[src/rtl/rtcc_pkg.sv]
// Shared types, register map codes and constants for the real-time counter block.
// Used by the channel interfaces, the register core and the top level.
// No dependencies.
`default_nettype none

package rtcc_pkg;

    // Defaults for the top-level parameters.
    localparam int NUM_COMPARE_DEF  = 4;
    localparam int COUNTER_BITS_DEF = 24;
    localparam int MAX_COMPARE      = 4;

    // Field widths.
    localparam int ACTION_W = 2;
    localparam int INDEX_W  = 5;
    localparam int DATA_W   = 32;
    localparam int PRESC_W  = 12;

    // Prescaler range, trigger-overflow back-off and compare event bit base.
    localparam logic [DATA_W-1:0] PRESCALE_MAX    = 32'd4095;
    localparam int                TRIGOVF_BACKOFF = 15;
    localparam int                CMP_BIT_BASE    = 16;
    localparam int                NUM_EVENTS      = 6;
    localparam int                NUM_TASKS       = 4;

    // Item actions.
    localparam logic [ACTION_W-1:0] ACT_WRITE = 2'd0;
    localparam logic [ACTION_W-1:0] ACT_READ  = 2'd1;
    localparam logic [ACTION_W-1:0] ACT_TICK  = 2'd2;

    // Register map.
    localparam logic [INDEX_W-1:0] REG_START     = 5'd0;
    localparam logic [INDEX_W-1:0] REG_STOP      = 5'd1;
    localparam logic [INDEX_W-1:0] REG_CLEAR     = 5'd2;
    localparam logic [INDEX_W-1:0] REG_TRIGOVF   = 5'd3;
    localparam logic [INDEX_W-1:0] REG_EVTICK    = 5'd4;
    localparam logic [INDEX_W-1:0] REG_EVOVF     = 5'd5;
    localparam logic [INDEX_W-1:0] REG_EVCMP3    = 5'd9;
    localparam logic [INDEX_W-1:0] REG_EVTEN     = 5'd10;
    localparam logic [INDEX_W-1:0] REG_EVTENSET  = 5'd11;
    localparam logic [INDEX_W-1:0] REG_EVTENCLR  = 5'd12;
    localparam logic [INDEX_W-1:0] REG_INTENSET  = 5'd13;
    localparam logic [INDEX_W-1:0] REG_INTENCLR  = 5'd14;
    localparam logic [INDEX_W-1:0] REG_COUNTER   = 5'd15;
    localparam logic [INDEX_W-1:0] REG_PRESCALER = 5'd16;
    localparam logic [INDEX_W-1:0] REG_CC0       = 5'd17;
    localparam logic [INDEX_W-1:0] REG_CC3       = 5'd20;

    // Task word slots.
    localparam int TASK_START = 0;
    localparam int TASK_STOP  = 1;
    localparam int TASK_CLEAR = 2;
    localparam int TASK_TRIG  = 3;

    // Event word slots and enable bits.
    localparam int EVT_TICK = 0;
    localparam int EVT_OVF  = 1;
    localparam int EVT_CMP0 = 2;

    typedef struct packed {
        logic [ACTION_W-1:0] action;
        logic [INDEX_W-1:0]  reg_index;
        logic [DATA_W-1:0]   write_data;
    } item_t;

    typedef struct packed {
        logic [DATA_W-1:0] read_data;
        logic              irq_pulse;
        logic              notify_pulse;
        logic              prescaler_error;
    } result_t;

endpackage

`default_nettype wire

[src/rtl/rtcc_if.sv]
// Valid/ready channel interfaces for the command and response sides.
// Depends on rtcc_pkg for field widths.
`default_nettype none

interface rtcc_cmd_if import rtcc_pkg::*; ();
    logic                valid;
    logic                ready;
    logic [ACTION_W-1:0] action;
    logic [INDEX_W-1:0]  reg_index;
    logic [DATA_W-1:0]   write_data;

    modport source (output valid, output action, output reg_index, output write_data,
                    input ready);
    modport sink   (input valid, input action, input reg_index, input write_data,
                    output ready);
endinterface

interface rtcc_rsp_if import rtcc_pkg::*; ();
    logic              valid;
    logic              ready;
    logic [DATA_W-1:0] read_data;
    logic              irq_pulse;
    logic              notify_pulse;
    logic              prescaler_error;

    modport source (output valid, output read_data, output irq_pulse,
                    output notify_pulse, output prescaler_error, input ready);
    modport sink   (input valid, input read_data, input irq_pulse,
                    input notify_pulse, input prescaler_error, output ready);
endinterface

`default_nettype wire

[src/rtl/rtcc_core.sv]
// Register file, prescaler and counter step logic of the real-time counter.
// State advances by one item whenever adv is high; the result is combinational.
// Depends on rtcc_pkg.
`default_nettype none

module rtcc_core import rtcc_pkg::*; #(
    parameter int NUM_COMPARE  = NUM_COMPARE_DEF,
    parameter int COUNTER_BITS = COUNTER_BITS_DEF
) (
    input  wire logic    clk,
    input  wire logic    rst_n,
    input  wire logic    adv,
    input  wire item_t   item,
    output result_t      res
);

    localparam logic [COUNTER_BITS-1:0] CTR_MAX  = '1;
    localparam logic [COUNTER_BITS-1:0] CTR_TRIG = CTR_MAX - COUNTER_BITS'(TRIGOVF_BACKOFF);

    logic [COUNTER_BITS-1:0] count_reg, count_next;
    logic [PRESC_W-1:0]      presc_cnt_reg, presc_cnt_next;
    logic [PRESC_W-1:0]      presc_set_reg, presc_set_next;
    logic [DATA_W-1:0]       cc_reg     [MAX_COMPARE];
    logic [DATA_W-1:0]       cc_next    [MAX_COMPARE];
    logic [DATA_W-1:0]       evten_reg, evten_next;
    logic [DATA_W-1:0]       inten_reg, inten_next;
    logic [DATA_W-1:0]       event_reg  [NUM_EVENTS];
    logic [DATA_W-1:0]       event_next [NUM_EVENTS];
    logic [DATA_W-1:0]       task_reg   [NUM_TASKS];
    logic [DATA_W-1:0]       task_next  [NUM_TASKS];
    logic [DATA_W-1:0]       setclr_reg [2];
    logic [DATA_W-1:0]       setclr_next[2];
    logic                    ovf_pend_reg, ovf_pend_next;
    logic                    skip_reg, skip_next;
    logic                    clr_pend_reg, clr_pend_next;

    logic                    running;
    logic                    step_fire;
    logic                    is_write;
    logic [DATA_W-1:0]       count_ext;
    logic [2:0]              ev_sel;
    logic [1:0]              cc_sel;
    logic [1:0]              task_sel;
    logic                    fire;

    assign is_write  = (item.action == ACT_WRITE);
    assign running   = (task_reg[TASK_STOP] == '0) || (task_reg[TASK_START] != '0);
    assign step_fire = (item.action == ACT_TICK) && running && (presc_cnt_reg >= presc_set_reg);
    assign count_ext = DATA_W'(count_reg);
    assign ev_sel    = 3'(item.reg_index - REG_EVTICK);
    assign cc_sel    = 2'(item.reg_index - REG_CC0);
    assign task_sel  = item.reg_index[1:0];

    // Next state and result for the item held in the input register.
    always_comb
    begin
        count_next     = count_reg;
        presc_cnt_next = presc_cnt_reg;
        presc_set_next = presc_set_reg;
        cc_next        = cc_reg;
        evten_next     = evten_reg;
        inten_next     = inten_reg;
        event_next     = event_reg;
        task_next      = task_reg;
        setclr_next    = setclr_reg;
        ovf_pend_next  = ovf_pend_reg;
        skip_next      = skip_reg;
        clr_pend_next  = clr_pend_reg;
        fire           = 1'b0;
        res            = '0;

        // Register write decode.
        if (is_write)
        begin
            unique case (item.reg_index) inside
                REG_START:
                begin
                    task_next[TASK_START] = item.write_data;
                    if (item.write_data != '0)
                    begin
                        task_next[TASK_STOP] = '0;
                    end
                end
                REG_STOP:
                begin
                    task_next[TASK_STOP] = item.write_data;
                    if (item.write_data != '0)
                    begin
                        task_next[TASK_START] = '0;
                    end
                end
                REG_CLEAR:
                begin
                    task_next[TASK_CLEAR] = item.write_data;
                    clr_pend_next         = 1'b1;
                end
                REG_TRIGOVF:
                begin
                    task_next[TASK_TRIG] = item.write_data;
                    count_next           = CTR_TRIG;
                end
                [REG_EVTICK:REG_EVCMP3]:
                begin
                    event_next[ev_sel] = item.write_data;
                    res.notify_pulse   = 1'b1;
                end
                REG_EVTEN:
                begin
                    evten_next = item.write_data;
                end
                REG_EVTENSET:
                begin
                    setclr_next[0] = item.write_data;
                    evten_next     = evten_reg | item.write_data;
                end
                REG_EVTENCLR:
                begin
                    setclr_next[1] = item.write_data;
                    evten_next     = evten_reg & ~item.write_data;
                end
                REG_INTENSET:
                begin
                    inten_next = inten_reg | item.write_data;
                end
                REG_INTENCLR:
                begin
                    inten_next = inten_reg & ~item.write_data;
                end
                REG_PRESCALER:
                begin
                    if (item.write_data > PRESCALE_MAX)
                    begin
                        res.prescaler_error = 1'b1;
                    end
                    else
                    begin
                        presc_set_next = item.write_data[PRESC_W-1:0];
                    end
                end
                [REG_CC0:REG_CC3]:
                begin
                    cc_next[cc_sel] = item.write_data;
                end
                default:
                begin
                end
            endcase
        end

        // Register read mux.
        if (item.action == ACT_READ)
        begin
            unique case (item.reg_index) inside
                [REG_START:REG_TRIGOVF]:     res.read_data = task_reg[task_sel];
                [REG_EVTICK:REG_EVCMP3]:     res.read_data = event_reg[ev_sel];
                REG_EVTEN:                   res.read_data = evten_reg;
                [REG_EVTENSET:REG_EVTENCLR]: res.read_data = setclr_reg[item.reg_index[0] ? 0 : 1];
                [REG_INTENSET:REG_INTENCLR]: res.read_data = inten_reg;
                REG_COUNTER:                 res.read_data = count_ext;
                REG_PRESCALER:               res.read_data = DATA_W'(presc_set_reg);
                [REG_CC0:REG_CC3]:           res.read_data = cc_reg[cc_sel];
                default:                     res.read_data = '0;
            endcase
        end

        // Prescaler on a tick while running.
        if ((item.action == ACT_TICK) && running && !step_fire)
        begin
            presc_cnt_next = presc_cnt_reg + PRESC_W'(1);
        end

        // Counter step: events, interrupt and increment.
        if (step_fire)
        begin
            presc_cnt_next = '0;
            if (evten_reg[EVT_OVF] && (count_reg == CTR_MAX))
            begin
                ovf_pend_next = 1'b1;
            end
            if (evten_reg[EVT_TICK])
            begin
                event_next[EVT_TICK] = DATA_W'(1);
                if (inten_reg[EVT_TICK])
                begin
                    fire = 1'b1;
                end
            end
            if (ovf_pend_next && (count_reg == '0) && !skip_reg)
            begin
                event_next[EVT_OVF] = DATA_W'(1);
                res.notify_pulse    = 1'b1;
                ovf_pend_next       = 1'b0;
                if (inten_reg[EVT_OVF])
                begin
                    fire = 1'b1;
                end
            end
            for (int ch = 0; ch < NUM_COMPARE; ch++)
            begin
                if (evten_reg[CMP_BIT_BASE + ch] && (count_ext == cc_reg[ch]) && !skip_reg)
                begin
                    event_next[EVT_CMP0 + ch] = DATA_W'(1);
                    res.notify_pulse          = 1'b1;
                    if (inten_reg[CMP_BIT_BASE + ch])
                    begin
                        fire = 1'b1;
                    end
                end
            end
            res.irq_pulse = fire;
            if (clr_pend_reg)
            begin
                clr_pend_next = 1'b0;
                count_next    = '0;
                skip_next     = 1'b1;
            end
            else
            begin
                count_next = count_reg + COUNTER_BITS'(1);
                skip_next  = 1'b0;
            end
            task_next[TASK_CLEAR] = '0;
        end
    end

    // State registers, updated once per item.
    always_ff @(posedge clk or negedge rst_n)
    begin
        if (!rst_n)
        begin
            count_reg     <= '0;
            presc_cnt_reg <= '0;
            presc_set_reg <= '0;
            evten_reg     <= '0;
            inten_reg     <= '0;
            ovf_pend_reg  <= 1'b0;
            skip_reg      <= 1'b0;
            clr_pend_reg  <= 1'b0;
            for (int i = 0; i < MAX_COMPARE; i++)
            begin
                cc_reg[i] <= '0;
            end
            for (int i = 0; i < NUM_EVENTS; i++)
            begin
                event_reg[i] <= '0;
            end
            for (int i = 0; i < NUM_TASKS; i++)
            begin
                task_reg[i] <= '0;
            end
            task_reg[TASK_STOP] <= DATA_W'(1);
            setclr_reg[0]       <= '0;
            setclr_reg[1]       <= '0;
        end
        else if (adv)
        begin
            count_reg     <= count_next;
            presc_cnt_reg <= presc_cnt_next;
            presc_set_reg <= presc_set_next;
            cc_reg        <= cc_next;
            evten_reg     <= evten_next;
            inten_reg     <= inten_next;
            event_reg     <= event_next;
            task_reg      <= task_next;
            setclr_reg    <= setclr_next;
            ovf_pend_reg  <= ovf_pend_next;
            skip_reg      <= skip_next;
            clr_pend_reg  <= clr_pend_next;
        end
    end

`ifndef SYNTH
    // Start and stop words are never both nonzero.
    assert property (@(posedge clk) disable iff (!rst_n)
        !((task_reg[TASK_START] != '0) && (task_reg[TASK_STOP] != '0)))
    else $error("start and stop words both nonzero");

    // A step with a clear armed zeroes the counter and suppresses the next matches.
    assert property (@(posedge clk) disable iff (!rst_n)
        (adv && step_fire && clr_pend_reg) |=> ((count_reg == '0) && skip_reg))
    else $error("clear did not take effect at step");

    // A step without a clear increments the counter by one.
    assert property (@(posedge clk) disable iff (!rst_n)
        (adv && step_fire && !clr_pend_reg)
        |=> (count_reg == $past(count_reg) + COUNTER_BITS'(1)) && !skip_reg)
    else $error("counter did not increment on step");

    // A tick that causes no step gives neither interrupt nor notification.
    assert property (@(posedge clk) disable iff (!rst_n)
        ((item.action == ACT_TICK) && !step_fire) |-> (!res.irq_pulse && !res.notify_pulse))
    else $error("pulse raised without a counter step");
`endif

endmodule

`default_nettype wire

[src/rtl/rtc_counter_compare_peripheral.sv]
// Real-time counter with compare channels: top level with input and result registers.
// Depends on rtcc_pkg, rtcc_if (rtcc_cmd_if, rtcc_rsp_if) and rtcc_core.
//
// Usage:
//   cmd carries one item per transfer: a register write, a register read or
//   one tick of the low-frequency clock (action, reg_index, write_data).
//   rsp returns exactly one result per item, in order: read_data on a read,
//   irq_pulse when a counter step raised an enabled interrupt, notify_pulse
//   on an event register write or an overflow or compare event, and
//   prescaler_error when a prescaler write above 4095 was rejected.
//   The item is captured in the input register; when it advances, its result
//   is loaded into the result register and all register state is updated.
//   Throughput is one item per cycle while rsp is not stalled; the limit is
//   the update of the register state between the input and result registers.
//   A stalled rsp holds the result; the input register still takes one more
//   item, and cmd.ready drops only when both registers are full.
//   Reset clears all state: the counter is stopped (stop word one), all
//   enables, events, compare words and the prescaler are zero.
`default_nettype none

module rtc_counter_compare_peripheral import rtcc_pkg::*; #(
    parameter int NUM_COMPARE  = NUM_COMPARE_DEF,
    parameter int COUNTER_BITS = COUNTER_BITS_DEF
) (
    input  wire logic    clk,
    input  wire logic    rst_n,
    rtcc_cmd_if.sink     cmd,
    rtcc_rsp_if.source   rsp
);

    logic    in_vld_reg;
    item_t   item_reg;
    logic    out_vld_reg;
    result_t res_reg;
    result_t res;
    logic    adv;

    // The held item moves on when the result register is free or being drained.
    assign adv       = in_vld_reg && (!out_vld_reg || rsp.ready);
    assign cmd.ready = !in_vld_reg || adv;

    // Input register.
    always_ff @(posedge clk or negedge rst_n)
    begin
        if (!rst_n)
        begin
            in_vld_reg <= 1'b0;
        end
        else if (cmd.ready)
        begin
            in_vld_reg <= cmd.valid;
        end
    end

    always_ff @(posedge clk)
    begin
        if (cmd.valid && cmd.ready)
        begin
            item_reg.action     <= cmd.action;
            item_reg.reg_index  <= cmd.reg_index;
            item_reg.write_data <= cmd.write_data;
        end
    end

    rtcc_core #(
        .NUM_COMPARE  (NUM_COMPARE),
        .COUNTER_BITS (COUNTER_BITS)
    ) u_core (
        .clk   (clk),
        .rst_n (rst_n),
        .adv   (adv),
        .item  (item_reg),
        .res   (res)
    );

    // Result register.
    always_ff @(posedge clk or negedge rst_n)
    begin
        if (!rst_n)
        begin
            out_vld_reg <= 1'b0;
        end
        else if (adv)
        begin
            out_vld_reg <= 1'b1;
        end
        else if (rsp.ready)
        begin
            out_vld_reg <= 1'b0;
        end
    end

    always_ff @(posedge clk)
    begin
        if (adv)
        begin
            res_reg <= res;
        end
    end

    assign rsp.valid           = out_vld_reg;
    assign rsp.read_data       = res_reg.read_data;
    assign rsp.irq_pulse       = res_reg.irq_pulse;
    assign rsp.notify_pulse    = res_reg.notify_pulse;
    assign rsp.prescaler_error = res_reg.prescaler_error;

endmodule

`default_nettype wire

[src/flat_wrapper.sv]
// flat-port wrapper written by rule: the top's interface ports become plain ports
module rtc_counter_compare_peripheral_flat import rtcc_pkg::*;
#(
    parameter int NUM_COMPARE  = NUM_COMPARE_DEF,
    parameter int COUNTER_BITS = COUNTER_BITS_DEF
)
  (clk, rst_n, cmd_valid, cmd_action, cmd_reg_index, cmd_write_data, cmd_ready, rsp_valid, rsp_read_data, rsp_irq_pulse, rsp_notify_pulse, rsp_prescaler_error, rsp_ready);
  rtcc_cmd_if cmd_i ();
  rtcc_rsp_if rsp_i ();
  input  wire logic clk;
  input  wire logic rst_n;
  input wire logic [$bits(cmd_i.valid)-1:0] cmd_valid;
  input wire logic [$bits(cmd_i.action)-1:0] cmd_action;
  input wire logic [$bits(cmd_i.reg_index)-1:0] cmd_reg_index;
  input wire logic [$bits(cmd_i.write_data)-1:0] cmd_write_data;
  output wire logic [$bits(cmd_i.ready)-1:0] cmd_ready;
  output wire logic [$bits(rsp_i.valid)-1:0] rsp_valid;
  output wire logic [$bits(rsp_i.read_data)-1:0] rsp_read_data;
  output wire logic [$bits(rsp_i.irq_pulse)-1:0] rsp_irq_pulse;
  output wire logic [$bits(rsp_i.notify_pulse)-1:0] rsp_notify_pulse;
  output wire logic [$bits(rsp_i.prescaler_error)-1:0] rsp_prescaler_error;
  input wire logic [$bits(rsp_i.ready)-1:0] rsp_ready;
  assign cmd_i.valid = cmd_valid;
  assign cmd_i.action = cmd_action;
  assign cmd_i.reg_index = cmd_reg_index;
  assign cmd_i.write_data = cmd_write_data;
  assign cmd_ready = cmd_i.ready;
  assign rsp_valid = rsp_i.valid;
  assign rsp_read_data = rsp_i.read_data;
  assign rsp_irq_pulse = rsp_i.irq_pulse;
  assign rsp_notify_pulse = rsp_i.notify_pulse;
  assign rsp_prescaler_error = rsp_i.prescaler_error;
  assign rsp_i.ready = rsp_ready;
  rtc_counter_compare_peripheral #(.NUM_COMPARE(NUM_COMPARE), .COUNTER_BITS(COUNTER_BITS)) u_core (.clk(clk), .rst_n(rst_n), .cmd(cmd_i), .rsp(rsp_i));
endmodule
[config.mk]
export PLATFORM = sky130hd
export DESIGN_NAME = rtc_counter_compare_peripheral_flat
export DESIGN_NICKNAME = d
export VERILOG_FILES = /design/src/rtl/rtcc_pkg.sv /design/src/rtl/rtcc_if.sv /design/src/rtl/rtcc_core.sv /design/src/rtl/rtc_counter_compare_peripheral.sv /design/src/flat_wrapper.sv
export SDC_FILE = /design/constraint.sdc
export NUM_CORES = 1
export LEC_CHECK = 0
export BUFFER_PORTS_ARGS = -buffer_cell sky130_fd_sc_hd__buf_4
export CAP_MARGIN = 10
export CELL_PAD_IN_SITES_DETAIL_PLACEMENT = 0
export CELL_PAD_IN_SITES_GLOBAL_PLACEMENT = 1
export CORE_AREA = 2 2 257 259
export CTS_BUF_LIST = sky130_fd_sc_hd__clkbuf_16
export CTS_CLUSTER_SIZE = 10
export DETAILED_ROUTE_END_ITERATION = 10
export DIE_AREA = 0 0 259 261
export PLACE_DENSITY_LB_ADDON = 0.1
export SLEW_MARGIN = 10
export SYNTH_ARGS = -nofsm -noshare
export SYNTH_HDL_FRONTEND = slang
export SYNTH_SLANG_ARGS = --single-unit
[constraint.sdc]
create_clock -name clk -period 7.6 [get_ports clk]
set_input_delay 1.52 -clock clk [delete_from_list [all_inputs] [get_ports clk]]
set_output_delay 1.52 -clock clk [all_outputs]
set_load 0.02 [all_outputs]
## After elaboration in Yosys (flattened, before gate mapping)

Cells that the tools add are included.

| word-level totals | value |
|---|---|
| register bits after elaboration | 703 |
| output and inout bits | 37 |

| cells by class | value |
|---|---|
| add/sub/neg operators | 4 |
| order comparisons | 18 |
| eq/ne operators | 19 |
| muxes and demuxes | 77 |
| bitwise logic cells | 10 |
| reductions and logical operators | 58 |

Operators with widths:

| operator | number |
|---|---|
| two-way mux 32 bit | 21 |
| two-way mux 192 bit | 3 |
| one-hot mux 32 bit (8 select lines) | 1 |
| bitwise mux 192 bit | 1 |
| binary-select mux 32 bit (select 2 bit) | 2 |
| bitwise mux 128 bit | 1 |
| equality test 24 x 32 -> 1 bit | 4 |
| one-hot mux 64 bit (2 select lines) | 1 |
| binary-select mux 32 bit (select 3 bit) | 1 |
| demux 32 bit (select 3 bit) | 1 |
| two-way mux 24 bit | 4 |
| one-hot mux 32 bit (3 select lines) | 1 |
| bitwise AND 32 bit | 2 |
| demux 32 bit (select 2 bit) | 1 |
| two-way mux 64 bit | 1 |
| bitwise OR 32 bit | 2 |
| one-hot mux 32 bit (2 select lines) | 1 |
| nonzero test 32 bit | 2 |
| two-way mux 1 bit | 34 |
| greater-or-equal comparator 32 x 2 -> 1 bit (second input constant) | 1 |
| greater-than comparator 32 x 12 -> 1 bit (second input constant) | 1 |
| zero test 32 bit | 1 |
| NOT 1 -> 32 bit | 1 |
| NOT 32 bit | 1 |
| other kinds (41) | 97 |

## Longest topological paths before layout

| logic depth | value |
|---|---|
| word-level depth | 17 |
| gate-level depth with buffers | 12 |

## By module

A second synthesis with hierarchy kept.

| unflattened totals | value |
|---|---|
| cell total of the unflattened synthesis | 3,060 |
| area total of the unflattened synthesis | 34,559.4 sq um |

Modules (own cells, without submodules):

| module | instances | cells each | area an instance (sq um) |
|---|---|---|---|
| rtcc_core | 1 | 2,978 | 32,233.4 |
| rtc_counter_compare_peripheral | 1 | 82 | 2,326.0 |

## Least setup slack after synthesis

OpenSTA, ideal clock, no wires.

| timing path | value |
|---|---|
| path kind | input to register |
| start point | input rsp_ready |
| end point | register u_core.u_core.count_reg[10] |
| library setup time | 158 ps |
| arrival time | 3,270 ps |
| required time | 7,442 ps |
| slack | 4,172 ps |
| cell stages on the path | 9 |
| path buffers | 3 |
| path through | nand2b_1 nand2_1 or2_2 clkbuf_1 or2_2 clkbuf_1 buf_1 o31ai_1 o311ai_0 |

| on the way | value |
|---|---|
| longest elaborated chain between the ends | 3 |

RTL lines:

| element | line | RTL |
|---|---|---|
| from (decl) | flat_wrapper.sv:22 | `input wire logic [$bits(rsp_i.ready)-1:0] rsp_ready;` |
| logical OR 1 bit | rtc_counter_compare_peripheral.sv:39 | `assign adv = in_vld_reg && (!out_vld_reg \|\| rsp.ready);` |
| logical AND 1 bit | rtc_counter_compare_peripheral.sv:39 |  |
| AND reduction 3 bit (no source line) | - |  |
| to (signal assigned) | rtcc_core.sv:257 | `count_reg <= count_next;` |
| to (decl) | rtcc_core.sv:20 | `logic [COUNTER_BITS-1:0] count_reg, count_next;` |

Every way passes these cells.
A chain may end at the register's enable or synchronous reset.

## Worst setup path after layout

| timing path | value |
|---|---|
| start point | register u_core.item_reg[33] in the netlist's numbering |
| end point | register u_core.res_reg, in the netlist u_core.rsp.read_data[30] (data pin) |

| on the way | value |
|---|---|
| longest elaborated chain between the ends | 6 |
| elaborated cells between the ends (all ways) | 33 |

RTL lines:

| element | line | RTL |
|---|---|---|
| from (decl) | rtc_counter_compare_peripheral.sv:32 | `item_t item_reg;` |
| subtractor 3 bit / subtractor 2 x 1 -> 2 bit (equally long branches) | rtcc_core.sv:50, rtcc_core.sv:51 |  |
| NOT 3 -> 4 bit (implied by the code) / NOT 2 -> 3 bit (equally long branches) | rtcc_core.sv:155, rtcc_core.sv:161 |  |
| binary-select mux 32 bit (select 3 bit) / binary-select mux 32 bit (select 2 bit) (equally long branches) | rtcc_core.sv:155, rtcc_core.sv:161 |  |
| two-way mux 32 bit, on equally long branches (2 in a row) | rtcc_core.sv:155, rtcc_core.sv:161 |  |
| one-hot mux 32 bit (8 select lines) (*) | rtcc_core.sv:153 | `unique case (item.reg_index) inside` |
| to (signal assigned) | rtc_counter_compare_peripheral.sv:97 | `res_reg <= res;` |
| to (decl) | rtc_counter_compare_peripheral.sv:34 | `result_t res_reg;` |

Mark *: on every way between the ends. The rest lies on a longest branch, timed or not. The select of a mux whose other input is x is not followed.

==> reports/results.tsv <==
stage	metric	value	unit
die	initial_core_util	53.2	%
die	die_x	259	microns
detailed_routing	viasPerCell	6.88	
synth	async_flop_share	89.5	%
clock_network	post_cts_buffers	0	
sta	whs	484	ps
sta	worstMarginPinSlew	1260	ps
sta	finalSetupTns	0	ps
setup_path	cp.required	7940	ps
clock_network	ctsResizeCount	0	
setup_path	crit_path_start	u_core.item_reg[33]	
power_and_ir_drop	p_per_area	240	nW/um^2
detailed_routing	vias	26400	
sta	rsz0062_at_grt	no	
sta	finalWorstSetupSlack	2790	ps
detailed_routing	drc	0	
worst_hold_path	hp-class	flip-flop to flip-flop	
setup_path	cp-start-kind	flip-flop	
power_and_ir_drop	p_sw_share	28.3	%
synth	synth_area_leaders	dfrtp_1 (45%), mux2_2 (8.3%), edfxtp_1 (6.4%), mux4_2 (4.2%), mux2i_1 (3.7%)	
power_and_ir_drop	ir_worst_vdd	174	uV
sta	fmax	208	MHz
detailed_routing	wirelength	115	mm
sta	setup_viol_count_final	0	
clock_network	cts_max_level	3	
global_routing	grt_max_degree	161	
clock_network	clk_pin_slew	60	ps
global_routing	grt_usage	34.2	%
die	die-area	67600	sq um
layout	largest_reg_flops	192	
power_and_ir_drop	pwr-share-seq	48.0	%
placement	post_dp_cell_area	35900	sq um
die	ios	80	
clock_network	numClockSinks	703	
clock_network	clockBufferDepth	3	
global_routing	grt_pass1_vias	25800	
power_and_ir_drop	power.switching	2.59	mW
placement	port_buffers	79	
run	drv.max_cap_violation_count	0	
synth	ys_ff_latch	703	
die	coreArea	65000	sq um
setup_path	rr_startpoint	u_core.item_reg[33]	
sta	period_minus_slack	4810	ps
detailed_routing	postRouteAntennaNets	0	
sta	fin_skew	23.1	ps
synth	seq_area_frac_synth	51.9	%
synth	synth_top_area_share	45.4	%
clock_network	clk_latency	630	ps
layout	n_antenna_cell	0	
power_and_ir_drop	combPwrFrac	13.4	%
sta	period_share	63.3	%
clock_network	tritoncts	yes	
sta	relSlewSlack	15.8	%
synth	synth_area_leader_cell	dfrtp_1	
synth	avgSynthCellArea	11.5	sq um
clock_network	root_buffer	clkbuf_16	
synth	synth_area	34600	sq um
layout	final_area	38200	sq um
setup_path	reg2reg_slack	2790	ps
global_routing	antenna_found_initial	3	
global_routing	grt_pass1_wl	173	mm
synth	syn_nets	3064	
layout	mostFrequentLayoutCells	dfrtp_1 (628), mux2_2 (254), nand2_1 (192), o21ai_0 (186), buf_4 (162)	
synth	postSynthCellCount	3002	
synth	ys_types	68	
setup_path	cp.arrival	5150	ps
power_and_ir_drop	clock_power_share	38.5	%
synth	synth-edff-count	74	
placement	hpwl	72.4	mm
sta	finalHoldViolCount	0	
die	core.rowCount	94	
synth	ys_warn_count	0	
power_and_ir_drop	leakagePower	17.1	nW
detailed_routing	drtPass1Iterations	10	
layout	drive_above_1_share	21.2	%
layout	syn2layout_area_growth	10.3	%
global_routing	grt.overflow.total	0	
worst_hold_path	hp-start	u_core.u_core.task_reg[0]	
synth	ys.flop_type	dfrtp_1	
setup_path	worst-setup-path-type	flip-flop to flip-flop	
power_and_ir_drop	finalPower	9.15	mW
setup_path	cp_max_fo	34	
placement	place_congestion	0.981	
setup_path	end_kind	flip-flop	
layout	final_nets	2988	
power_and_ir_drop	p_int	6.56	mW
clock_network	cts_buffers	82	
detailed_routing	drt_iter0_drc	3572	
detailed_routing	wl_per_cell	30.0	microns
layout	fill_cells	5297	
die	die_h	261	microns
clock_network	cts_hold_buf	0	
sta	report.final.slew_viol_count	0	
placement	post-place-ws	2860	ps
layout	layout_commonest_cell	dfrtp_1	
run_status	status	completed	
## critical path: stages (launching register included)
cell	delay, ps
edfxtp_1	940
inv_1	320
ha_1	380
nor4_1	500
a211oi_4	50
buf_4	300
or4_1	580
or3_1	430
o311ai_4	360
buf_4	510
a31oi_1	100
## kinds of logic after synthesis
family / after synthesis / share of synthesized area, %
DFF: 703 / 51.9
buffers and inverters: 386 / 4.36
xor gates and xnor gates: 103 / 2.61
adders and majority gates: 19 / 0.687
and+or+nand+nor: 592 / 8.35
muxes: 445 / 16.1
AOI/OAI and AO/OA: 754 / 16.0
## layer usage
layer,global-route usage [%],part of all wire (%),up-vias,wire (microns)
li1,-,-,11100,-
met1,48.8,42,13700,48100
met2,53.3,47,1416,53800
met3,5.39,8.3,201,9530
met4,12.4,3.3,2,3830
met5,0,0.011,-,13
## per-stage QoR
stage                     utilization (%)  instances
final                                58.7       3836
after global routing                 58.7       3836
after CTS                            58.7       3836
after detailed placement             55.2       3706
after global placement               55.2       3706
after floorplan                         -       3002
## layout make-up
| class | count | area (sq um) | area share (%) |
|---|---|---|---|
| flip-flops and latches | 703 | 18000 | 47.0 |
| multi-input cells | 1913 | 15300 | 40.1 |
| clock buffers | 83 | 2080 | 5.44 |
| repair buffers | 167 | 1310 | 3.43 |
| well taps | 864 | 1080 | 2.83 |
| clock inverters | 47 | 229 | 0.599 |
| inverters | 59 | 221 | 0.580 |
## cell usage after synthesis, types with 5 or more instances
cell / instances
o311ai_0: 34
nand2b_1: 11
and3_1: 15
nor4b_1: 8
nor2_1: 106
nand3b_1: 5
o22ai_1: 33
buf_1: 32
mux2i_1: 127
dfrtp_1: 628
o31ai_1: 15
nor2b_1: 11
o221ai_1: 32
edfxtp_1: 74
or3_1: 8
nor4_1: 66
and4_1: 5
inv_1: 58
a22o_1: 135
nor3_1: 19
a41oi_2: 20
xor2_1: 75
and2_1: 20
ha_1: 19
a32oi_1: 28
a21oi_1: 56
a211oi_1: 5
a31oi_1: 45
a221oi_1: 8
nand4_1: 38
clkbuf_1: 267
xnor2_1: 28
mux2_2: 254
o211ai_1: 11
mux4_2: 64
nand2_1: 195
a222oi_1: 25
o21ai_0: 187
buf_2: 24
a22oi_1: 86
nand3_1: 71
## power by group through the flow
stage	Combinational (mW)	Sequential, mW	Clock, mW
3_5_place_dp	1.22	4.44	0
3_3_place_gp	1.19	4.43	0
4_1_cts	1.22	4.38	3.57
2_1_floorplan	0.809	4.32	0
5_1_grt	1.32	4.42	3.72
6_report	1.23	4.39	3.53
## path summary, 6_finish.rpt
kind                       cells past startpoint                              to
setup / recovery                              10        u_core.rsp.read_data[30]
hold / removal                                 2       u_core.u_core.task_reg[0]
min in group asynchronous                      1  u_core.u_core.presc_cnt_reg[3]
setup reg to reg                              10        u_core.rsp.read_data[30]
max in group asynchronous                      2     u_core.u_core.event_reg[33]
hold reg to reg                                2       u_core.u_core.task_reg[0]
(Power assumes the default switching activity.)
